## src/hdl/gas_pkg.sv

```systemverilog
// Shared types and constants for the direct-sum gravity acceleration block.
// Used by every module of the block; depends on nothing.
package gas_pkg;

    // Body table.
    localparam int MAX_BODIES = 16;
    localparam int IDX_W      = $clog2(MAX_BODIES);

    // Field widths.
    localparam int SLOT_W = 4;
    localparam int POS_W  = 48;
    localparam int MU_W   = 64;

    // Stream packing.
    localparam int IN_DATA_W  = 216;
    localparam int OUT_DATA_W = 152;

    // Datapath widths.
    localparam int D_W     = POS_W + 1;       // difference magnitude
    localparam int ROOT_W  = 67;              // floor(sqrt(S * 2^32))
    localparam int SQN_W   = 2 * ROOT_W;      // radicand
    localparam int REM_W   = ROOT_W + 3;      // root remainder
    localparam int PROD_W  = 200;             // multiplier accumulator
    localparam int CNT_W   = 7;
    localparam int NUM_W   = MU_W + D_W + 98; // mu * |d| * 2^98
    localparam int Q_W     = 56;              // quotient bits kept
    localparam int DSH_W   = PROD_W + Q_W;    // shifted divisor
    localparam int TERM_W  = 55;
    localparam int SUM_W   = TERM_W + 2 + IDX_W;

    // Action codes.
    localparam logic ACT_LOAD  = 1'b0;
    localparam logic ACT_QUERY = 1'b1;

    typedef struct packed {
        logic                  is_query;
        logic [IDX_W-1:0]      slot;
        logic [2:0][POS_W-1:0] pos;   // z, y, x from the top down
        logic [MU_W-1:0]       mu;
    } t_item;

endpackage

```

## src/hdl/gas_front.sv

```systemverilog
// Front end: accepts requests from the input stream, drops loads aimed past
// the body table and passes the rest on as classified items. Uses gas_pkg.
module gas_front import gas_pkg::*; (
    input  logic                 i_clk,
    input  logic                 i_rst_n,
    input  logic                 s_axis_tvalid,
    output logic                 s_axis_tready,
    input  logic [IN_DATA_W-1:0] s_axis_tdata,
    input  logic                 s_axis_tuser,
    output logic                 o_push,
    output t_item                o_item,
    input  logic                 i_full
);

    logic  r_valid;
    t_item r_item;
    logic  r_keep;
    logic  w_take;
    logic  w_slot_ok;

    // The stage is free when empty or when its item moves on or is dropped this cycle.
    assign o_push        = r_valid && r_keep && !i_full;
    assign s_axis_tready = !r_valid || o_push || !r_keep;
    assign w_take        = s_axis_tvalid && s_axis_tready;
    assign o_item        = r_item;

    // Loads to a slot beyond the table are accepted and discarded.
    assign w_slot_ok = (32'(s_axis_tdata[SLOT_W-1:0]) < MAX_BODIES);

    always_ff @(posedge i_clk) begin
        if (!i_rst_n) begin
            r_valid <= 1'b0;
        end else if (w_take) begin
            r_valid <= 1'b1;
        end else if (o_push || !r_keep) begin
            r_valid <= 1'b0;
        end
    end

    always_ff @(posedge i_clk) begin
        if (w_take) begin
            r_item.is_query <= (s_axis_tuser == ACT_QUERY);
            r_item.slot     <= IDX_W'(s_axis_tdata[SLOT_W-1:0]);
            r_item.pos[0]   <= s_axis_tdata[SLOT_W +: POS_W];
            r_item.pos[1]   <= s_axis_tdata[SLOT_W+POS_W +: POS_W];
            r_item.pos[2]   <= s_axis_tdata[SLOT_W+2*POS_W +: POS_W];
            r_item.mu       <= s_axis_tdata[SLOT_W+3*POS_W +: MU_W];
            r_keep          <= (s_axis_tuser == ACT_QUERY) || w_slot_ok;
        end
    end

endmodule

```

## config.mk

```make
export PLATFORM = sky130hd
export DESIGN_NAME = gas_front
export DESIGN_NICKNAME = d
export VERILOG_FILES = /design/src/hdl/gas_pkg.sv /design/src/hdl/gas_front.sv
export SDC_FILE = /design/constraint.sdc
export NUM_CORES = 1
export LEC_CHECK = 0
export BUFFER_PORTS_ARGS = -buffer_cell sky130_fd_sc_hd__buf_2
export CAP_MARGIN = 10
export CORE_AREA = 2 2 171 173
export CTS_BUF_LIST = sky130_fd_sc_hd__clkbuf_2 sky130_fd_sc_hd__clkbuf_4 sky130_fd_sc_hd__clkbuf_8
export DETAILED_ROUTE_END_ITERATION = 7
export DIE_AREA = 0 0 173 175
export GPL_ROUTABILITY_DRIVEN = 0
export PLACE_DENSITY_LB_ADDON = 0.05
export RECOVER_POWER = 100
export SETUP_SLACK_MARGIN = 0.1
export SYNTH_ARGS = -nofsm -noshare
export SYNTH_HDL_FRONTEND = slang
export SYNTH_SLANG_ARGS = --single-unit
```

## constraint.sdc

```tcl
create_clock -name i_clk -period 7.4 [get_ports i_clk]
set_input_delay 1.85 -clock i_clk [delete_from_list [all_inputs] [get_ports i_clk]]
set_output_delay 1.85 -clock i_clk [all_outputs]
set_load 0.01 [all_outputs]
```

==> PnR_summary.wiki, run 1 <==
{| class="wikitable"
! Metric !! Value
|-
| Period utilisation layout || 56.51%
|-
| Later-pin clock latency in the skew report || 0.50 ns
|-
| Number of placed I/O pins || 436
|-
| Max capacitance violation total || 0
|-
| Remaining max-slew budget at the tightest pin || 36.98%
|-
| Crit path arrival time || 2.33 ns
|-
| Number of global-route vias before repair || 4522
|-
| Total track usage || 11.88%
|-
| Peak supply drop || 0.1112 mV
|-
| Leakage power summed over all cells || 3.576 nW
|-
| Mean Syn Cell Area || 29.43 um2
|-
| Sink Count || 214
|-
| Fmax achieved || 0.2391 GHz
|-
| Non-filler instance count after layout || 1099
|-
| Portion of synthesized cell area occupied by the leading cell type || 99.22%
|-
| CP endpoint kind || output port
|-
| Routed WL || 18770 um
|-
| Actual slew at the worst max-slew pin || 0.9453 ns
|-
| Final Hold Fails || 0
|-
| Clock-pin slew of the registers on the worst-case setup and hold paths || 0.06 ns
|-
| Routed wire length per instance || 17.08 um
|-
| First element of the critical path || i_full
|-
| Initial Util || 22.70%
|-
| Critical path cell sequence || clkbuf_1 > and2b_2 > clkbuf_1
|-
| Post-Place Setup Slack || 3.249 ns
|-
| Maximum single-stage delay on the critical path || 0.23 ns
|-
| CP max stage cell || and2b_2
|-
| Iteration count of the initial detailed-routing pass || 4
|-
| Synth top area cells || edfxtp_1 (99%), dfxtp_1 (0.31%), and2b_2 (0.14%)
|-
| Most numerous cell on the critical path || clkbuf_1
|-
| Top FF cell, synth || edfxtp_1
|-
| Final core utilization || 33.69%
|-
| TritonCTS clock tree || built
|-
| H-tree lvl count || 2
|-
| Count of different cell masters after synthesis || 7
|-
| Die outline width || 173 um
|-
| Total via count in the routed design || 4091
|-
| Flop-to-flop setup slack || 5.04 ns
|-
| Wire length of the first global-routing pass || 26640 um
|-
| Initial DRC Count || 163
|-
| Number of endpoints failing setup at the final stage || 0
|-
| Endpoint of the most critical register-to-register path || o_item[106]$_DFFE_PP_
|-
| DRC errors left || 0
|-
| Initial antenna violation count || 7
|-
| Slack of the critical path || 3.218 ns
|-
| Total of cells resized after clock tree synthesis || 0
|-
| Synthesized instance count || 219
|-
| Power Density || 280.1 nW/um2
|-
| Crit path max fanout || 3
|-
| Port Buffers || 431
|-
| Status || complete, no violations
|-
| Fraction of final layout cells sized beyond drive strength 1 || 38.24%
|-
| Worst setup path category || primary input to output port
|-
| Cell Area, Synth || 6446 um2
|-
| Remaining Overflow, GRT || 0
|-
| Library cell with the highest instance count after synthesis || edfxtp_1
|-
| Critical path startpoint category || primary input
|-
| Cell chosen for the clock root || clkbuf_8
|-
| Setup Buffers After CTS || 0
|-
| Synth Warn # || 0
|-
| Number of placement rows || 62
|-
| Number of enable flip-flop cells after synthesis || 213
|-
| Number of nets with antenna violations after detailed routing || 0
|-
| Net count reported at finish || 914
|-
| Crit path max-delay family || buffers and inverters
|-
| Length in cells of the worst reg-to-reg path || 3
|-
| Post-Place Cells || 1035
|-
| RSZ-0062 raised after global routing || no
|-
| Max clock buf depth || 3
|-
| Setup Total Neg Slack || 0 ns
|-
| Critical path depth || 3
|-
| Share of the yosys chip area belonging to registers || 99.53%
|-
| Maximum number of pins on one net before global-route repair || 156
|-
| Post-route minimum period || 4.182 ns
|-
| Required time of the critical path || 5.55 ns
|-
| CP Capture Point || o_push
|-
| Post-cts hold buffer count || 0
|-
| Via-per-instance ratio || 3.722
|-
| Number of register bits inferred by synthesis || 214
|-
| Hold Path Class || flop to flop
|-
| Area of the core || 28390 um2
|-
| Net count after synthesis || 440
|-
| Synth-to-Final Area Change || 48.39%
|-
| Most area-hungry cell type in the Yosys netlist || edfxtp_1
|-
| DIE AREA || 30280 um2
|-
| RR Startpoint || r_valid$_SDFFE_PN0P_
|-
| Maximum clock skew at final layout || 0.009177 ns
|-
| Vertical extent of the die || 175 um
|-
| Worst Path Buf+Inv || 2
|-
| Fraction of synthesis flops using an asynchronous set or reset pin || 0%
|-
| Clock buffer count from CTS || 40
|-
| Fin. max-slew vios || 0
|}
[metal layers]
metal / track usage [%] / part of all wire [%] / up-vias
met2: 20.80 / 50 / 297
li1: - / - / 1841
met3: 7.158 / 14 / 62
met1: 10.85 / 32 / 1879
met5: 0 / 0.38 / -
met4: 5.862 / 3.7 / 12
[worst min path at each step]
stage / from / to / slack [ns] / cells past startpoint
final: r_valid$_SDFFE_PN0P_ / r_valid$_SDFFE_PN0P_ / 0.55 / 2
after global routing: r_valid$_SDFFE_PN0P_ / r_valid$_SDFFE_PN0P_ / 0.59 / 2
after CTS: r_valid$_SDFFE_PN0P_ / r_valid$_SDFFE_PN0P_ / 0.55 / 2
after detailed placement: r_valid$_SDFFE_PN0P_ / r_valid$_SDFFE_PN0P_ / 0.54 / 2
after global placement: r_valid$_SDFFE_PN0P_ / r_valid$_SDFFE_PN0P_ / 0.53 / 2
after floorplan: r_valid$_SDFFE_PN0P_ / r_valid$_SDFFE_PN0P_ / 0.49 / 2
[state kept, by name, summed over array words and instances, names as in the netlist]
signal / flops
r_valid: 1
o_item: 213
[logic make-up (layout without fill, tap and decap cells)]
| family | Yosys count | after routing | synth area share, % |
|---|---|---|---|
| DFF | 214 | 214 | 99.53 |
| and+or+nand+nor | 4 | 4 | 0.3883 |
| AOI/OAI and AO/OA | 1 | 1 | 0.07757 |
| buffers and inverters | 0 | 495 | 0 |
| other | 0 | 1 | 0 |
[area by class of cell]
class	instances	area, um2
multi-input cells	5	32.53
fillers	2937	18830
well taps	384	480.5
clock buffers	56	676.9
repair buffers	432	1904
clock inverters	7	52.55
flip-flops and latches	214	6416
diodes	1	2.502
[worst register-to-register path: cells and delay by family, from the launching register on]
kind	cells	cell delay [ns]
AND/OR/NAND/NOR	2	0.75
buffers and inverters	1	0.66
flip-flops	1	0.32
[where the power goes]
part	leakage [nW]	total (W)	switching, W	internal, W
Clock	0.387	0.00106	0.000448	0.000614
Sequential	2.07	0.00144	0.0000171	0.00142
Combinational	1.12	0.000179	0.000112	0.0000664
Total	3.58	0.00268	0.000577	0.00210
[per-stage QoR]
stage / hold slack (ns) / instance area (um2) / power (W)
finish: 0.5513 / 9565 / 0.002679
floorplan: 0.4879 / 6447 / 0.001529
CTS: 0.5495 / 9836 / 0.002761
detailed placement: 0.5378 / 9106 / 0.001663
global route: 0.5934 / 9565 / 0.002818
global placement: 0.5284 / 9106 / 0.001660
[cell usage in the layout (no fill, tap or decap)]
cell type,instances
clkbuf_1,218
buf_2,213
edfxtp_1,213
clkbuf_8,41
clkbuf_4,15
clkinv_1,6
diode_2,1
nand2_1,1
and2_4,1
and2b_2,1
a21oi_1,1
nor2b_1,1
bufinv_16,1
buf_12,1
dfxtp_1,1
No activity file was read; power rests on OpenSTA's default activity.
==> run 2: changes to the inputs <==
clock period = 3.6 ns   (was 7.4 ns; I/O delays follow)
==> PnR_summary.wiki, run 2 (synthesis results as in run 1) <==
{| class="wikitable"
! Metric !! Value
|-
| Violations in the final reports || max-capacitance violations, max-slew violations
|-
| Power Density || 569.6 nW/um2
|-
| Cell chosen for the clock root || clkbuf_8
|-
| Wire length of the first global-routing pass || 26910 um
|-
| Clock-pin slew of the registers on the worst-case setup and hold paths || 0.05 ns
|-
| Hold Path Class || flop to flop
|-
| Post-route minimum period || 2.527 ns
|-
| Critical path cell sequence || clkbuf_1 > nand2_1 > and2_4 > clkbuf_1
|-
| Worst setup path category || primary input to flop
|-
| Net count reported at finish || 919
|-
| Vertical extent of the die || 175 um
|-
| Initial antenna violation count || 4
|-
| Synth-to-Final Area Change || 48.12%
|-
| Maximum number of pins on one net before global-route repair || 48
|-
| Port Buffers || 431
|-
| Number of endpoints failing setup at the final stage || 0
|-
| CP max stage cell || clkbuf_1
|-
| Flop-to-flop setup slack || 1.26 ns
|-
| H-tree lvl count || 2
|-
| CP endpoint kind || flop
|-
| Post-Place Setup Slack || 1.257 ns
|-
| Routed WL || 18860 um
|-
| Total half-perimeter wirelength after legalization and detailed placement || 14270 um
|-
| Final Total Pwr || 0.005438 W
|-
| Initial DRC Count || 164
|-
| Crit path max fanout || 29
|-
| Slack of the critical path || 1.073 ns
|-
| Required time of the critical path || 3.70 ns
|-
| Number of global-route vias before repair || 4464
|-
| Final Hold Fails || 0
|-
| Iteration count of the initial detailed-routing pass || 4
|-
| Area used by multi-input combinational logic || 32.53 um2
|-
| Peak supply drop || 0.3064 mV
|-
| DRC errors left || 0
|-
| Routed wire length per instance || 17.07 um
|-
| Number of placement rows || 62
|-
| Initial Util || 22.70%
|-
| Fin. max-slew vios || 28
|-
| Fraction of final layout cells sized beyond drive strength 1 || 37.55%
|-
| Actual slew at the worst max-slew pin || 1.502 ns
|-
| Leakage power summed over all cells || 3.562 nW
|-
| Total track usage || 11.98%
|-
| Fmax achieved || 0.3957 GHz
|-
| TritonCTS clock tree || built
|-
| Most numerous cell on the critical path || clkbuf_1
|-
| Remaining Overflow, GRT || 0
|-
| Maximum single-stage delay on the critical path || 1.14 ns
|-
| Die outline width || 173 um
|-
| Commonest non-fill, non-tap cells in the layout || clkbuf_1 (225), edfxtp_1 (213), buf_2 (212), clkbuf_8 (43), clkbuf_4 (10)
|-
| Clock buffer count from CTS || 39
|-
| RSZ-0062 raised after global routing || no
|-
| Later-pin clock latency in the skew report || 0.51 ns
|-
| Post-cts hold buffer count || 0
|-
| Number of placed I/O pins || 436
|-
| Status || finished, violations left
|-
| Area of the core || 28390 um2
|-
| Critical path startpoint category || primary input
|-
| Number of fill cells in the layout || 2928
|-
| Setup Buffers After CTS || 0
|-
| Max clock buf depth || 3
|-
| Total of cells resized after clock tree synthesis || 0
|-
| Max capacitance violation total || 1
|-
| Setup Total Neg Slack || 0 ns
|-
| Storage cell area || 6416 um2
|-
| Via-per-instance ratio || 3.671
|-
| Total via count in the routed design || 4056
|-
| DIE AREA || 30280 um2
|-
| Commonest non-fill, non-tap cell in the layout || clkbuf_1
|-
| Sink Count || 214
|-
| Number of nets with antenna violations after detailed routing || 0
|-
| Crit path arrival time || 2.63 ns
|-
| Period utilisation layout || 70.19%
|-
| Remaining max-slew budget at the tightest pin || -0.1334%
|-
| Number of flip-flops in the largest register || 213
|-
| Maximum clock skew at final layout || 0.01294 ns
|}
-- run 2: metal layers --
metal | wire (um) | vias to the layer above | track usage [%]
met3 | 2252 | 46 | 6.158
met4 | 549 | 4 | 5.120
met5 | 27 | - | 0
met2 | 9978 | 254 | 21.80
li1 | - | 1854 | -
met1 | 6051 | 1898 | 11.25
-- run 2: area by class of cell --
type                       count  area share, %
tap                          384          5.032
antenna                        2        0.05242
multi-input combinational      5         0.3407
timing repair buffer         438          20.01
clock inverter                 9         0.3800
sequential                   214          67.20
clock buffer                  53          6.985
-- run 2: worst paths after layout --
check,depth (start not counted),end,from
setup / recovery,4,o_item[4]$_DFFE_PP_,i_full
hold / removal,2,r_valid$_SDFFE_PN0P_,r_valid$_SDFFE_PN0P_
setup reg to reg,3,o_item[4]$_DFFE_PP_,r_valid$_SDFFE_PN0P_
hold reg to reg,2,r_valid$_SDFFE_PN0P_,r_valid$_SDFFE_PN0P_
-- run 2: metrics by stage --
| stage | instance area, um2 | util (%) | hold slack, ns | cells |
|---|---|---|---|---|
| after floorplan | 6449 | - | 0.4879 | 219 |
| after detailed placement | 9151 | 32.23 | 0.5303 | 1041 |
| after global placement | 9151 | 32.23 | 0.5139 | 1041 |
| after CTS | 9854 | 34.71 | 0.5116 | 1103 |
| after global routing | 9548 | 33.63 | 0.5139 | 1105 |
| final | 9548 | 33.63 | 0.5319 | 1105 |
-- run 2: power breakdown --
| group | internal (W) | total, W | switching (W) |
|---|---|---|---|
| Clock | 0.00118 | 0.00211 | 0.000932 |
| Combinational | 0.000136 | 0.000368 | 0.000233 |
| Sequential | 0.00292 | 0.00296 | 0.0000350 |
| Total | 0.00424 | 0.00544 | 0.00120 |
-- run 2: worst max-delay path: cells and delay by family --
kind | cells | cell delay (ns)
buf+inv | 2 | 1.23
simple gates | 2 | 0.48
==> run 3: changes to the inputs <==
ABC_AREA = 1   (was default)
CORE_AREA = 2 2 168 170   (was 2 2 171 173)
DIE_AREA = 0 0 170 172   (was 0 0 173 175)
clock period = 2.4 ns   (was 3.6 ns; I/O delays follow)
==> PnR_summary.wiki, run 3 <==
{| class="wikitable"
! Metric !! Value
|-
| Number of global-route vias before repair || 4241
|-
| Setup Buffers After CTS || 0
|-
| Remaining Overflow, GRT || 0
|-
| Die outline width || 170 um
|-
| Port Buffers || 431
|-
| Peak supply drop || 0.3338 mV
|-
| Initial Util || 23.48%
|-
| Synth top area cells || edfxtp_1 (99%), dfxtp_1 (0.31%), inv_1 (0.17%)
|-
| Slack of the critical path || 0.4369 ns
|-
| Via-per-instance ratio || 3.770
|-
| Commonest non-fill, non-tap cell in the layout || clkbuf_1
|-
| Number of enable flip-flop cells after synthesis || 213
|-
| Leakage power summed over all cells || 3.628 nW
|-
| Number of nets with antenna violations after detailed routing || 0
|-
| Synth-to-Final Area Change || 48.88%
|-
| Number of placed I/O pins || 436
|-
| Final Hold Fails || 0
|-
| Maximum number of pins on one net before global-route repair || 44
|-
| Worst setup path category || flop to flop
|-
| DIE AREA || 29240 um2
|-
| Post-Place Setup Slack || 0.5734 ns
|-
| Post-cts hold buffer count || 0
|-
| Number of endpoints failing setup at the final stage || 0
|-
| RSZ-0062 raised after global routing || no
|-
| Maximum clock skew at final layout || 0.01464 ns
|-
| Crit path arrival time || 2.09 ns
|-
| Most used standard cells in the synthesized netlist || edfxtp_1 (213), inv_1 (3)
|-
| Total half-perimeter wirelength after legalization and detailed placement || 14230 um
|-
| Initial DRC Count || 155
|-
| Period utilisation layout || 81.80%
|-
| Total track usage || 11.92%
|-
| TritonCTS clock tree || built
|-
| Total via count in the routed design || 4045
|-
| Clock-pin slew of the registers on the worst-case setup and hold paths || 0.06 ns
|-
| Critical path startpoint category || flop
|-
| Mean Syn Cell Area || 29.19 um2
|-
| Total of cells resized after clock tree synthesis || 0
|-
| DRC errors left || 0
|-
| Fraction of final layout cells sized beyond drive strength 1 || 38.76%
|-
| Net count after synthesis || 442
|-
| Clock buffer count from CTS || 40
|-
| Routed wire length per instance || 17.43 um
|-
| Fin. max-slew vios || 0
|-
| Hold Path Class || primary input to flop
|-
| Count of different cell masters after synthesis || 7
|-
| Area of the core || 27480 um2
|-
| Actual slew at the worst max-slew pin || 1.023 ns
|-
| Power Density || 862.6 nW/um2
|-
| Max capacitance violation total || 0
|-
| Cell Area, Synth || 6451 um2
|-
| Post-route minimum period || 1.963 ns
|-
| Remaining max-slew budget at the tightest pin || 31.81%
|-
| Number of placement rows || 61
|-
| Vertical extent of the die || 172 um
|-
| Share of the yosys chip area belonging to registers || 99.46%
|-
| Initial antenna violation count || 4
|-
| Later-pin clock latency in the skew report || 0.52 ns
|-
| Required time of the critical path || 2.53 ns
|-
| Wire length of the first global-routing pass || 25430 um
|-
| H-tree lvl count || 2
|-
| Post-Place Cell Area || 9185 um2
|-
| Status || complete, no violations
|-
| Synth Warn # || 0
|-
| Fmax achieved || 0.5094 GHz
|-
| Crit path max fanout || 39
|-
| Portion of synthesized cell area occupied by the leading cell type || 99.15%
|-
| Synthesized instance count || 221
|-
| Number of flip-flops in the largest register || 213
|-
| Final core utilization || 34.95%
|-
| Most area-hungry cell type in the Yosys netlist || edfxtp_1
|-
| Max clock buf depth || 3
|-
| Cell chosen for the clock root || clkbuf_8
|-
| Top FF cell, synth || edfxtp_1
|-
| Iteration count of the initial detailed-routing pass || 4
|-
| Commonest non-fill, non-tap cells in the layout || clkbuf_1 (219), buf_2 (215), edfxtp_1 (213), clkbuf_8 (41), clkbuf_4 (12)
|-
| Net count reported at finish || 924
|-
| Library cell with the highest instance count after synthesis || edfxtp_1
|-
| Fraction of synthesis flops using an asynchronous set or reset pin || 0%
|-
| Number of register bits inferred by synthesis || 214
|-
| Area of all placed cells without fillers || 9604 um2
|-
| Routed WL || 18710 um
|-
| Sink Count || 214
|-
| CP endpoint kind || flop
|}
run 3: logic make-up after synthesis:
family | synth area share, %
flops | 99.46
buf+inv | 0.1745
simple gates | 0.1552
compound gates | 0.2133
run 3: area by class of cell:
type,instances,area (um2)
flip-flops and latches,214,6416
multi-input cells,4,21.27
clock inverters,11,72.57
clock buffers,53,654.4
repair buffers,440,1988
diodes,2,5.005
fillers,2754,17870
well taps,346,432.9
inverters,3,13.76
run 3: metrics by stage:
stage	power, W	hold WS (ns)	cells	TNS [ns]
after floorplan	0.004722	0.5273	221	-454.28
after global placement	0.005148	0.5111	1007	0
after detailed placement	0.005155	0.5146	1007	0
after CTS	0.008520	0.2039	1071	0
after global routing	0.008688	0.2020	1073	0
final	0.008285	0.2534	1073	0
run 3: final timing paths:
check                  startpoint                    to  slack (ns)  cells past startpoint
max reg2reg  r_valid$_SDFFE_PN0P_  o_item[56]$_DFFE_PP_        0.44                      3
min             s_axis_tdata[153]   o_item[5]$_DFFE_PP_        0.25                      1
min reg2reg  r_valid$_SDFFE_PN0P_  r_valid$_SDFFE_PN0P_        0.51                      2
max          r_valid$_SDFFE_PN0P_  o_item[56]$_DFFE_PP_        0.44                      3
run 3: layer usage:
layer	routed length, um	share of wire (%)	track usage [%]
met1	5648	30	10.90
met2	10010	54	21.70
met3	2304	12	6.043
met4	712	3.8	6.094
met5	27	0.14	0
run 3: critical path, stage by stage, from the launching register on:
cell and delay (ns):
dfxtp_1 0.32, a21oi_1 0.27, buf_12 0.29, clkbuf_2 0.67
run 3: power breakdown:
| part | internal (W) | total, W | switching [W] | leakage [nW] |
|---|---|---|---|---|
| Sequential | 0.00438 | 0.00443 | 0.0000535 | 2.07 |
| Combinational | 0.000219 | 0.000569 | 0.000349 | 1.17 |
| Clock | 0.00186 | 0.00328 | 0.00143 | 0.389 |
