===== src/hdl/gas_pkg.sv =====
// Shared types and constants for the direct-sum gravity acceleration block.
// Used by every module of the block; depends on nothing.
package gas_pkg;

    // Body table.
    localparam int MAX_BODIES = 16;
    localparam int IDX_W      = $clog2(MAX_BODIES);

    // Field widths.
    localparam int SLOT_W = 4;
    localparam int POS_W  = 48;
    localparam int MU_W   = 64;

    // Stream packing.
    localparam int IN_DATA_W  = 216;
    localparam int OUT_DATA_W = 152;

    // Datapath widths.
    localparam int D_W     = POS_W + 1;       // difference magnitude
    localparam int ROOT_W  = 67;              // floor(sqrt(S * 2^32))
    localparam int SQN_W   = 2 * ROOT_W;      // radicand
    localparam int REM_W   = ROOT_W + 3;      // root remainder
    localparam int PROD_W  = 200;             // multiplier accumulator
    localparam int CNT_W   = 7;
    localparam int NUM_W   = MU_W + D_W + 98; // mu * |d| * 2^98
    localparam int Q_W     = 56;              // quotient bits kept
    localparam int DSH_W   = PROD_W + Q_W;    // shifted divisor
    localparam int TERM_W  = 55;
    localparam int SUM_W   = TERM_W + 2 + IDX_W;

    // Action codes.
    localparam logic ACT_LOAD  = 1'b0;
    localparam logic ACT_QUERY = 1'b1;

    typedef struct packed {
        logic                  is_query;
        logic [IDX_W-1:0]      slot;
        logic [2:0][POS_W-1:0] pos;   // z, y, x from the top down
        logic [MU_W-1:0]       mu;
    } t_item;

endpackage


===== src/hdl/gas_fifo.sv =====
// Two-entry queue that decouples the front end from the compute engine.
// Uses gas_pkg for the item type.
module gas_fifo import gas_pkg::*; (
    input  logic  i_clk,
    input  logic  i_rst_n,
    input  logic  i_push,
    input  t_item i_item,
    output logic  o_full,
    input  logic  i_pop,
    output logic  o_valid,
    output t_item o_item
);

    t_item       r_mem [2];
    logic        r_wptr;
    logic        r_rptr;
    logic [1:0]  r_count;

    assign o_full  = (r_count == 2'd2);
    assign o_valid = (r_count != 2'd0);
    assign o_item  = r_mem[r_rptr];

    // Pointers and fill level.
    always_ff @(posedge i_clk) begin
        if (!i_rst_n) begin
            r_wptr  <= 1'b0;
            r_rptr  <= 1'b0;
            r_count <= 2'd0;
        end else begin
            if (i_push) begin
                r_wptr <= !r_wptr;
            end
            if (i_pop) begin
                r_rptr <= !r_rptr;
            end
            r_count <= r_count + 2'(i_push) - 2'(i_pop);
        end
    end

    always_ff @(posedge i_clk) begin
        if (i_push) begin
            r_mem[r_wptr] <= i_item;
        end
    end

endmodule


===== config.mk =====
export PLATFORM = sky130hd
export DESIGN_NAME = gas_fifo
export DESIGN_NICKNAME = d
export VERILOG_FILES = /design/src/hdl/gas_pkg.sv /design/src/hdl/gas_fifo.sv
export SDC_FILE = /design/constraint.sdc
export NUM_CORES = 1
export LEC_CHECK = 0
export BUFFER_PORTS_ARGS = -buffer_cell sky130_fd_sc_hd__buf_2
export CORE_MARGIN = 2
export CORE_UTILIZATION = 50
export CTS_CLUSTER_DIAMETER = 40
export CTS_CLUSTER_SIZE = 12
export DETAILED_ROUTE_END_ITERATION = 16
export GPL_ROUTABILITY_DRIVEN = 0
export GPL_TIMING_DRIVEN = 0
export PLACE_DENSITY = 0.77
export SLEW_MARGIN = 30
export SYNTH_ARGS = -nofsm -noshare
export SYNTH_HDL_FRONTEND = slang
export SYNTH_SLANG_ARGS = --single-unit

===== constraint.sdc =====
create_clock -name i_clk -period 22.4 [get_ports i_clk]
set_input_delay 4.48 -clock i_clk [delete_from_list [all_inputs] [get_ports i_clk]]
set_output_delay 4.48 -clock i_clk [all_outputs]
set_load 0.05 [all_outputs]

==> out/summary.md, run 1 <==
### Clock network
• **# Post-CTS Setup Buffers** 0
• **clock tree from TritonCTS** done
• **clock latency of the later-clocked register in the worst-skew pair** 540 ps
• **clock tree root driver cell** sky130_fd_sc_hd__clkbuf_16
• **Clock Path Buffers** 3
• **post-CTS clock slew at the launch and capture registers of the worst setup and hold paths** 60 ps
• **cells resized by post-CTS repair** 0
• **clock sink count** 431
• **number of buffers inserted for hold repair after clock tree synthesis** 0
• **number of H-tree levels** 2
• **number of clock buffers inserted by TritonCTS** 51

### Power
• **power consumption** 2.05 mW
• **Power per Cell Area** 97.4 nW/um^2
• **Max rail drop VDD** 0.0787 mV
• **Lkg Pwr** 8.33 nW

### Critical path
• **Setup CP Type** flop to output pin
• **Critical Path Slowest Stage Cell** sky130_fd_sc_hd__mux2_4
• **highest fanout seen on the critical path** 10
• **startpoint kind of the worst setup timing path** flop
• **CP endpoint kind** output pin
• **CP peak stage delay** 330 ps
• **Reg2Reg Launch Point** r_wptr
• **cell count of the worst reg-to-reg path** 7
• **ordered list of cells on the worst path** buf_6 > buf_6 > buf_6 > mux2_4 > buf_2
• **Reg2Reg Capture Point** r_mem[0][109]
• **data arrival time at the worst-slack endpoint** 1970 ps
• **Worst EP required** 17,920 ps
• **reg2reg setup slack** 20,240 ps
• **cell family contributing the most delay on the critical path** buffers and inverters
• **total buffers and inverters traversed by the critical path** 4
• **cell occurring most often along the worst timing path** sky130_fd_sc_hd__buf_6

### Layout
• **fraction of final layout cells with drive strength greater than 1** 0.624
• **P&R area growth vs syn** 29.1%
• **fill cell count** 2,186
• **count of nets after finishing** 1,404

### Route
• **WL/cell** 19.8 um
• **via density per instance** 4.90
• **DRC** 0
• **number of antenna-violating nets in the routed design** 0
• **number of vias in the routed layout** 8,171
• **1st-iter DRT viols** 445
• **wire length reported by the detailed router** 33,000 um
• **detailed-router iteration count before antenna repair** 4

### Synthesis
• **number of register bits inferred by synthesis** 431
• **cell count after synthesis** 684
• **synth warn** 0
• **Post-Synthesis Mean Instance Area** 23.8 um^2
• **unique cell type count in the Yosys netlist** 14
• **Syn Std Cell Area** 16,300 um^2
• **Post-Synthesis Net Count** 903
• **sequential-to-total area share from yosys stat** 0.791

### Die
• **initial cell density of the core** 0.505
• **Placeable Area** 32,300 um^2
• **floorplan die area** 34,100 um^2
• **Placement Rows** 66
• **I/O Pins** 432
• **x dimension of the die** 185 um
• **die extent in y** 185 um

### GRT
• **pin count of the biggest net entering global routing** 48
• **total congestion overflow after global routing** 0
• **global-route wire length before repair** 47,500 um
• **aggregate global-route resource usage** 0.186
• **via count of the first global-routing pass** 8,689
• **antenna violations before repair** 11

### Hold path
• **destination of the worst hold path** r_rptr
• **count of cells along the worst hold path** 2
• **Hold WC Path Type** flop to flop
• **origin of the worst min-delay path** r_rptr

### STA
• **Sum Neg Setup Slack** 0 ps
• **part of the cycle the worst path needs** 0.288
• **slew at the pin with the worst max-slew slack** 395 ps
• **Hold Violations, Final** 0
• **count of final setup violators** 0
• **f_max** 155 MHz
• **post-layout min period** 6450 ps
• **worst rel slew slack** 0.736
• **worst clock skew** 13.6 ps
• **unrepaired setup endpoints after global routing** false
• **final count of pins violating max slew** 0

### Run
• **number of max-cap violations** 0

### Outcome
• **result of the run** complete, no violations

### Placed design
• **Post-DP HPWL** 23,200 um
• **count of input and output buffers** 431

## tightest hold or removal path, stage by stage, from the launching register on
cell and delay [ps]:
sky130_fd_sc_hd__dfxtp_1 330, sky130_fd_sc_hd__xor2_1 70, sky130_fd_sc_hd__and2_1 140
## layout make-up
class	count	area, um^2	share of cell area
multi-input cells	227	3170	0.150
plain buffers	24	245	0.0117
diodes	10	25.0	0.00119
clock buffers	58	1300	0.0619
flip-flops and latches	431	12900	0.612
inverters	2	7.51	0.000357
repair buffers	448	2610	0.124
well taps	442	553	0.0263
clock inverters	27	248	0.0118
## synthesized netlist by cell type, drive strengths merged
| cell type | count | area share |
|---|---|---|
| and2 | 4 | 0.0015 |
| buf | 24 | 0.015 |
| dfxtp | 5 | 0.0061 |
| edfxtp | 426 | 0.78 |
| ha | 2 | 0.0015 |
| inv | 2 | 0.00046 |
| mux2 | 213 | 0.19 |
| nor2b | 4 | 0.0015 |
| o21a | 1 | 0.00046 |
| or2 | 1 | 0.00038 |
| xnor3 | 1 | 0.0014 |
| xor2 | 1 | 0.00054 |
## registers in the layout, summed over array words and instances, names as in the netlist, named ones only
signal   count
r_rptr       1
r_mem      426
r_wptr       1
r_count      2
## report_power, final
group	switching [mW]	total, mW	internal (mW)
combinational	0.230	0.349	0.119
sequential	0.0106	0.944	0.933
clock	0.306	0.757	0.451
total	0.547	2.05	1.50
## how the worst max path moves through the flow
stage / depth (start not counted) / end / from
final: 5 / o_item[105] / flop
after floorplan: 2 / r_wptr / i_push
after global placement: 3 / r_wptr / i_push
after global routing: 5 / o_item[105] / flop
after CTS: 5 / o_item[105] / flop
after detailed placement: 8 / r_mem[0][109] / i_push
## layer usage
metal | vias up | wire [um] | track usage
met5 | - | 26 | 0
met4 | 4 | 1230 | 0.0858
met3 | 80 | 2670 | 0.0601
met2 | 328 | 17600 | 0.338
met1 | 4013 | 11500 | 0.196
li1 | 3746 | - | -
## through the flow
step	cell area (um^2)	hold WS, ps	instances	worst slack, ps	util
4_1_cts	21000	592	1659	15880	0.651
2_1_floorplan	16300	555	684	7870	-
6_report	21100	588	1669	15950	0.652
3_3_place_gp	19000	567	1557	2310	0.589
3_5_place_dp	19500	574	1574	15930	0.603
5_1_grt	21000	629	1668	15860	0.652
## logic make-up (layout without fill, tap and decap cells)
| family | Yosys count | count (layout) | synth area share |
|---|---|---|---|
| DFF | 431 | 431 | 0.791 |
| adders and majority gates | 2 | 2 | 0.00153 |
| xor gates and xnor gates | 2 | 2 | 0.00192 |
| other | 0 | 10 | 0 |
| muxes | 213 | 213 | 0.186 |
| buffers and inverters | 26 | 559 | 0.0155 |
| AOI/OAI and AO/OA | 1 | 1 | 0.000461 |
| and+or+nand+nor | 9 | 9 | 0.00345 |
## placed cells by master, fill, tap and decap left out
cell type	synthesis	final
sky130_fd_sc_hd__nor2b_4	0	1
sky130_fd_sc_hd__xnor3_1	1	1
sky130_fd_sc_hd__clkinv_1	0	6
sky130_fd_sc_hd__buf_2	4	435
sky130_fd_sc_hd__bufinv_16	0	3
sky130_fd_sc_hd__mux2_4	170	170
sky130_fd_sc_hd__inv_8	0	2
sky130_fd_sc_hd__inv_6	0	3
sky130_fd_sc_hd__diode_2	0	10
sky130_fd_sc_hd__nor2b_1	4	3
sky130_fd_sc_hd__and2_4	0	1
sky130_fd_sc_hd__buf_16	0	15
sky130_fd_sc_hd__o21a_1	1	1
sky130_fd_sc_hd__mux2_2	43	43
sky130_fd_sc_hd__dfxtp_1	5	5
sky130_fd_sc_hd__and2_1	4	3
sky130_fd_sc_hd__edfxtp_1	426	426
sky130_fd_sc_hd__buf_12	0	2
sky130_fd_sc_hd__clkinvlp_4	0	7
sky130_fd_sc_hd__buf_6	20	20
sky130_fd_sc_hd__clkbuf_16	0	51
sky130_fd_sc_hd__clkinv_4	0	1
sky130_fd_sc_hd__clkbuf_1	0	7
sky130_fd_sc_hd__inv_1	2	2
sky130_fd_sc_hd__ha_1	2	2
sky130_fd_sc_hd__clkinv_2	0	5
sky130_fd_sc_hd__xor2_1	1	1
sky130_fd_sc_hd__or2_2	1	1
(Power assumes the default switching activity.)
==> inputs of run 2 (changes only) <==
--- a/config.mk
+++ b/config.mk
@@ -5,15 +5,16 @@
 export SDC_FILE = /design/constraint.sdc
 export NUM_CORES = 1
 export LEC_CHECK = 0
+export ABC_AREA = 1
 export BUFFER_PORTS_ARGS = -buffer_cell sky130_fd_sc_hd__buf_2
 export CORE_MARGIN = 2
-export CORE_UTILIZATION = 50
+export CORE_UTILIZATION = 47
 export CTS_CLUSTER_DIAMETER = 40
 export CTS_CLUSTER_SIZE = 12
 export DETAILED_ROUTE_END_ITERATION = 16
 export GPL_ROUTABILITY_DRIVEN = 0
 export GPL_TIMING_DRIVEN = 0
-export PLACE_DENSITY = 0.77
+export PLACE_DENSITY = 0.76
 export SLEW_MARGIN = 30
 export SYNTH_ARGS = -nofsm -noshare
 export SYNTH_HDL_FRONTEND = slang
==> constraint.sdc (replaced) <==
create_clock -name i_clk -period 5.45 [get_ports i_clk]
set_input_delay 1.09 -clock i_clk [delete_from_list [all_inputs] [get_ports i_clk]]
set_output_delay 1.09 -clock i_clk [all_outputs]
set_load 0.05 [all_outputs]
==> run 2 against run 1 <==
- combinational power rose to 3.6 times the previous value
- die area increased by 6.2%
- non-clock buffer count is 3 higher
- routed wire length shrank 1.5%
- critical endpoint is now o_item[92]
- final cell count increased by 1.7%
- setup slack got worse by 14000 ps
- sequential share of layout area shrank 0.25 points
==> out/summary.md, run 2 <==
### Critical path
• **cell count of the worst reg-to-reg path** 6
• **reg2reg setup slack** 3230 ps
• **Reg2Reg Capture Point** r_mem[1][203]
• **data arrival time at the worst-slack endpoint** 1970 ps
• **highest fanout seen on the critical path** 10
• **Setup CP Type** flop to output pin
• **CP endpoint kind** output pin
• **Reg2Reg Launch Point** r_wptr
• **Worst EP required** 4360 ps
• **startpoint kind of the worst setup timing path** flop

### Layout
• **fill cell count** 2,474
• **biggest regs** r_mem: 426 flops, r_count: 2 flops
• **fraction of final layout cells with drive strength greater than 1** 0.619
• **register with the most flip-flops** r_mem
• **most common cell after layout, fill and taps aside** sky130_fd_sc_hd__buf_2
• **final instance area** 21,100 um^2
• **P&R area growth vs syn** 29.7%
• **number of flip-flops under the largest register name** 426
• **count of nets after finishing** 1,420
• **most frequent cells in the layout** 435 x sky130_fd_sc_hd__buf_2, 426 x sky130_fd_sc_hd__edfxtp_1, 170 x sky130_fd_sc_hd__mux2_4, 53 x sky130_fd_sc_hd__clkbuf_16, 43 x sky130_fd_sc_hd__mux2_2
• **final design utilization** 0.615

### Clock network
• **clock tree from TritonCTS** done
• **# Post-CTS Setup Buffers** 0
• **Clock Path Buffers** 3
• **cells resized by post-CTS repair** 0
• **number of H-tree levels** 2
• **post-CTS clock slew at the launch and capture registers of the worst setup and hold paths** 50 ps
• **clock latency of the later-clocked register in the worst-skew pair** 560 ps
• **clock tree root driver cell** sky130_fd_sc_hd__clkbuf_16
• **number of clock buffers inserted by TritonCTS** 52
• **clock sink count** 431
• **number of buffers inserted for hold repair after clock tree synthesis** 0

### Synthesis
• **Post-Synthesis Mean Instance Area** 23.4 um^2
• **ranking of synthesized cells by instance count** 426 x sky130_fd_sc_hd__edfxtp_1, 170 x sky130_fd_sc_hd__mux2_4, 43 x sky130_fd_sc_hd__mux2_2, 20 x sky130_fd_sc_hd__buf_6, 9 x sky130_fd_sc_hd__nand2_1
• **dominant synthesized flop cell** sky130_fd_sc_hd__edfxtp_1
• **number of register bits inferred by synthesis** 431
• **library cell occupying the most area in the post-synthesis netlist** sky130_fd_sc_hd__edfxtp_1
• **leading post-synthesis cells by cell area** sky130_fd_sc_hd__edfxtp_1 78%, sky130_fd_sc_hd__mux2_4 16%, sky130_fd_sc_hd__mux2_2 3.0%, sky130_fd_sc_hd__buf_6 1.4%, sky130_fd_sc_hd__dfxtp_1 0.61%
• **synth warn** 0
• **fraction of registers with async set or reset after synthesis** 0
• **sequential-to-total area share from yosys stat** 0.791
• **Syn Std Cell Area** 16,300 um^2
• **count of flip-flops with a built-in enable after synthesis** 426
• **cell count after synthesis** 696
• **library cell with the highest instance count after synthesis** sky130_fd_sc_hd__edfxtp_1
• **Post-Synthesis Net Count** 915
• **unique cell type count in the Yosys netlist** 12
• **top cell type's share of synthesized area** 0.785

### GRT
• **aggregate global-route resource usage** 0.175
• **global-route wire length before repair** 48,000 um
• **antenna violations before repair** 8
• **total congestion overflow after global routing** 0
• **pin count of the biggest net entering global routing** 29
• **via count of the first global-routing pass** 8,656

### Route
• **via density per instance** 4.84
• **1st-iter DRT viols** 330
• **detailed-router iteration count before antenna repair** 4
• **DRC** 0
• **number of vias in the routed layout** 8,206
• **WL/cell** 19.2 um
• **number of antenna-violating nets in the routed design** 0
• **wire length reported by the detailed router** 32,600 um

### Power
• **sequential share of power** 0.466
• **combinational cell fraction of total power** 0.152
• **switch share** 0.260
• **power spent charging and discharging nets** 2.16 mW
• **Lkg Pwr** 8.41 nW
• **relative contribution of the clock network to total power** 0.381
• **Max rail drop VDD** 0.311 mV
• **Power per Cell Area** 394 nW/um^2
• **Internal Pwr Total** 6.17 mW
• **power consumption** 8.33 mW

### Die
• **x dimension of the die** 190 um
• **I/O Pins** 432
• **Placeable Area** 34,400 um^2
• **die extent in y** 190 um
• **Placement Rows** 68
• **floorplan die area** 36,200 um^2
• **initial cell density of the core** 0.474

### Outcome
• **result of the run** complete, no violations

### STA
• **post-layout min period** 3060 ps
• **unrepaired setup endpoints after global routing** false
• **worst clock skew** 10.4 ps
• **worst hold slack after final layout** 499 ps
• **final count of pins violating max slew** 0
• **part of the cycle the worst path needs** 0.562
• **slew at the pin with the worst max-slew slack** 606 ps
• **f_max** 326 MHz
• **Hold Violations, Final** 0
• **worst rel slew slack** 0.595
• **count of final setup violators** 0

### Placed design
• **Post-DP HPWL** 23,200 um
• **post-detailed-placement cell area** 19,500 um^2
• **count of input and output buffers** 431

### Hold path
• **count of cells along the worst hold path** 2
• **Hold WC Path Type** flop to flop
• **origin of the worst min-delay path** r_rptr

### Run
• **number of max-cap violations** 0

## run 2: routing by layer
layer | part of all wire | track usage | vias up
met3 | 0.073 | 0.0510 | 72
met5 | 0.00074 | 0 | -
met4 | 0.032 | 0.0736 | 4
met1 | 0.36 | 0.192 | 4034
met2 | 0.53 | 0.316 | 297
li1 | - | - | 3799
## run 2: area by class of cell
class,instances,area [um^2],area share
Inverter,7,30.0,0.00142
Sequential cell,431,12900,0.610
Clock buffer,61,1370,0.0646
Tap cell,455,569,0.0269
Antenna cell,6,15.0,0.000710
Timing Repair Buffer,451,2630,0.124
Buffer,24,245,0.0116
Multi-Input combinational cell,234,3140,0.149
Clock inverter,28,244,0.0115
## run 2: cells by family after synthesis
kind of cell / count (synthesis) / share of synthesized area
AOI/OAI and AO/OA: 1 / 0.000307
adders and majority gates: 2 / 0.00154
buffers and inverters: 31 / 0.0167
DFF: 431 / 0.791
muxes: 213 / 0.186
and+or+nand+nor: 18 / 0.00422
## run 2: stage by stage
step	setup slack (ps)	cells	TNS (ps)
floorplan	692	696	0
global placement	-1360	1582	-517160
detailed placement	2310	1602	0
CTS	2330	1691	0
global route	2300	1696	0
finish	2390	1697	0
## run 2: worst max-delay path by stage
stage,startpoint,to,slack (ps),cells after the start
2_1_floorplan,i_push,r_mem[1][0],690,2
3_3_place_gp,i_push,r_mem[1][174],-1360,3
3_5_place_dp,i_push,r_mem[1][86],2310,7
4_1_cts,flop,o_item[60],2330,5
5_1_grt,flop,o_item[57],2300,5
6_report,flop,o_item[92],2390,5
## run 2: critical path, stage by stage (launching register included)
cell                      delay [ps]
sky130_fd_sc_hd__dfxtp_1         320
sky130_fd_sc_hd__buf_6           130
sky130_fd_sc_hd__buf_6           200
sky130_fd_sc_hd__buf_6           210
sky130_fd_sc_hd__mux2_4          330
sky130_fd_sc_hd__buf_2           220
## run 2: power by group through the flow
stage	clock network [mW]	logic, mW	registers (mW)
detailed placement	0	1.28	3.95
finish	3.18	1.27	3.88
global placement	0	1.21	3.97
CTS	3.25	1.28	3.89
global route	3.39	1.33	3.90
floorplan	0	0.922	3.96
==> inputs of run 3 (changes only) <==
==> constraint.sdc (replaced) <==
create_clock -name i_clk -period 2.5 [get_ports i_clk]
set_input_delay 0.5 -clock i_clk [delete_from_list [all_inputs] [get_ports i_clk]]
set_output_delay 0.5 -clock i_clk [all_outputs]
set_load 0.05 [all_outputs]
==> run 3 against run 2 <==
- sequential cell count is the same
- clock power rose by 130%
- via count increased by 0.80%
- sequential power up 120%
- critical endpoint is now o_item[136]
- worst hold slack got worse by 390 ps
- critical path type unchanged
==> out/summary.md, run 3 (synthesized netlist as in run 2, its figures left out) <==
### Power
• **Lkg Pwr** 8.51 nW
• **Max rail drop VDD** 0.591 mV
• **Power per Cell Area** 872 nW/um^2
• **power consumption** 18.7 mW

### Clock network
• **post-CTS clock slew at the launch and capture registers of the worst setup and hold paths** 60 ps
• **clock latency of the later-clocked register in the worst-skew pair** 570 ps
• **# Post-CTS Setup Buffers** 0
• **Clock Path Buffers** 3
• **number of H-tree levels** 2
• **number of clock buffers inserted by TritonCTS** 53
• **clock sink count** 431
• **clock tree root driver cell** sky130_fd_sc_hd__clkbuf_16
• **number of buffers inserted for hold repair after clock tree synthesis** 0
• **clock tree from TritonCTS** done

### Critical path
• **Critical Path Slowest Stage Cell** sky130_fd_sc_hd__dfxtp_1
• **startpoint kind of the worst setup timing path** flop
• **ordered list of cells on the worst path** buf_6 > buf_12 > buf_6 > mux2_4 > buf_2
• **Worst EP required** 2000 ps
• **data arrival time at the worst-slack endpoint** 1950 ps
• **highest fanout seen on the critical path** 10
• **Reg2Reg Launch Point** r_wptr
• **cell occurring most often along the worst timing path** sky130_fd_sc_hd__buf_6
• **CP peak stage delay** 320 ps
• **CP endpoint kind** output pin
• **Setup CP Type** flop to output pin

### STA
• **final count of pins violating max slew** 0
• **Hold Violations, Final** 0
• **part of the cycle the worst path needs** 0.978
• **worst rel slew slack** 0.643
• **worst clock skew** 14.3 ps
• **worst setup margin** 53.8 ps
• **unrepaired setup endpoints after global routing** true
• **count of final setup violators** 0
• **f_max** 409 MHz
• **slew at the pin with the worst max-slew slack** 535 ps
• **post-layout min period** 2450 ps

### Hold path
• **origin of the worst min-delay path** i_item[24]
• **Hold WC Path Type** primary input to flop

### Placed design
• **post-placement worst setup slack** -2.88 ps
• **count of input and output buffers** 431
• **Post-DP HPWL** 23,800 um

### Route
• **DRC** 0
• **via density per instance** 4.88
• **1st-iter DRT viols** 335
• **WL/cell** 19.6 um
• **number of antenna-violating nets in the routed design** 0
• **wire length reported by the detailed router** 33,300 um
• **detailed-router iteration count before antenna repair** 5
• **number of vias in the routed layout** 8,272

### Layout
• **area occupied by multi-input gates** 3160 um^2
• **P&R area growth vs syn** 31.4%
• **most common cell after layout, fill and taps aside** sky130_fd_sc_hd__edfxtp_1
• **most frequent cells in the layout** 426 x sky130_fd_sc_hd__edfxtp_1, 407 x sky130_fd_sc_hd__buf_2, 170 x sky130_fd_sc_hd__mux2_4, 53 x sky130_fd_sc_hd__clkbuf_16, 43 x sky130_fd_sc_hd__mux2_2
• **register with the most flip-flops** r_mem
• **count of nets after finishing** 1,421
• **biggest regs** r_mem: 426 flops, r_count: 2 flops
• **fill cell count** 2,414
• **number of flip-flops under the largest register name** 426
• **register cell area after layout** 12,900 um^2
• **fraction of final layout cells with drive strength greater than 1** 0.623

### Run
• **number of max-cap violations** 0

### GRT
• **via count of the first global-routing pass** 8,817
• **pin count of the biggest net entering global routing** 30
• **total congestion overflow after global routing** 0
• **aggregate global-route resource usage** 0.180
• **global-route wire length before repair** 48,900 um
• **antenna violations before repair** 9

### Die
• **Placement Rows** 68
• **floorplan die area** 36,200 um^2
• **x dimension of the die** 190 um
• **initial cell density of the core** 0.474
• **I/O Pins** 432
• **die extent in y** 190 um
• **Placeable Area** 34,400 um^2

### Outcome
• **result of the run** complete, no violations

## run 3: what timing repair did
| action | CTS | global route |
|---|---|---|
| endpoints found under the hold margin | 0 | 0 |
| gates resized for setup | 21 | 24 |
| setup endpoints to repair | 109 | 165 |
## run 3: metrics by stage
step | utilization | hold WS, ps | setup TNS [ps] | instance area, um^2 | std cells
after global routing | 0.623 | 83.5 | -3340 | 21400 | 1694
final | 0.623 | 112 | 0 | 21400 | 1695
after detailed placement | 0.569 | 501 | -34.8 | 19600 | 1602
after floorplan | - | 463 | -679120 | 16300 | 696
after CTS | 0.621 | 69.5 | -4.92 | 21300 | 1690
after global placement | 0.555 | 477 | -1575550 | 19100 | 1582
## run 3: area by class of cell
class	count	area share
Clock inverter	30	0.0165
Sequential cell	431	0.602
Buffer	24	0.0143
Tap cell	455	0.0266
Multi-Input combinational cell	234	0.147
Antenna cell	5	0.000584
Clock buffer	58	0.0628
Inverter	7	0.00199
Timing Repair Buffer	451	0.128
## run 3: layer usage
| layer | track usage | part of all wire | vias to the layer above |
|---|---|---|---|
| li1 | - | - | 3806 |
| met1 | 0.193 | 0.36 | 4058 |
| met2 | 0.319 | 0.52 | 321 |
| met3 | 0.0548 | 0.078 | 83 |
| met4 | 0.0990 | 0.041 | 4 |
| met5 | 0 | 0.00060 | - |
## run 3: worst paths after layout
kind	slack, ps	end	depth (start not counted)
setup / recovery	50	o_item[136]	5
hold / removal	110	r_mem[0][24]	1
setup reg to reg	320	r_mem[1][82]	6
hold reg to reg	510	r_rptr	2
## run 3: critical path: cells and delay by family, from the launching register on
kind	cells	cell delay (ps)
flops	1	320
buf+inv	4	730
mux	1	320
## run 3: where the power goes
| group | leakage [nW] | internal, mW | switching (mW) |
|---|---|---|---|
| clock network | 0.828 | 4.52 | 2.86 |
| registers | 4.04 | 8.38 | 0.0931 |
| logic | 3.64 | 0.978 | 1.85 |
| total | 8.51 | 13.9 | 4.81 |
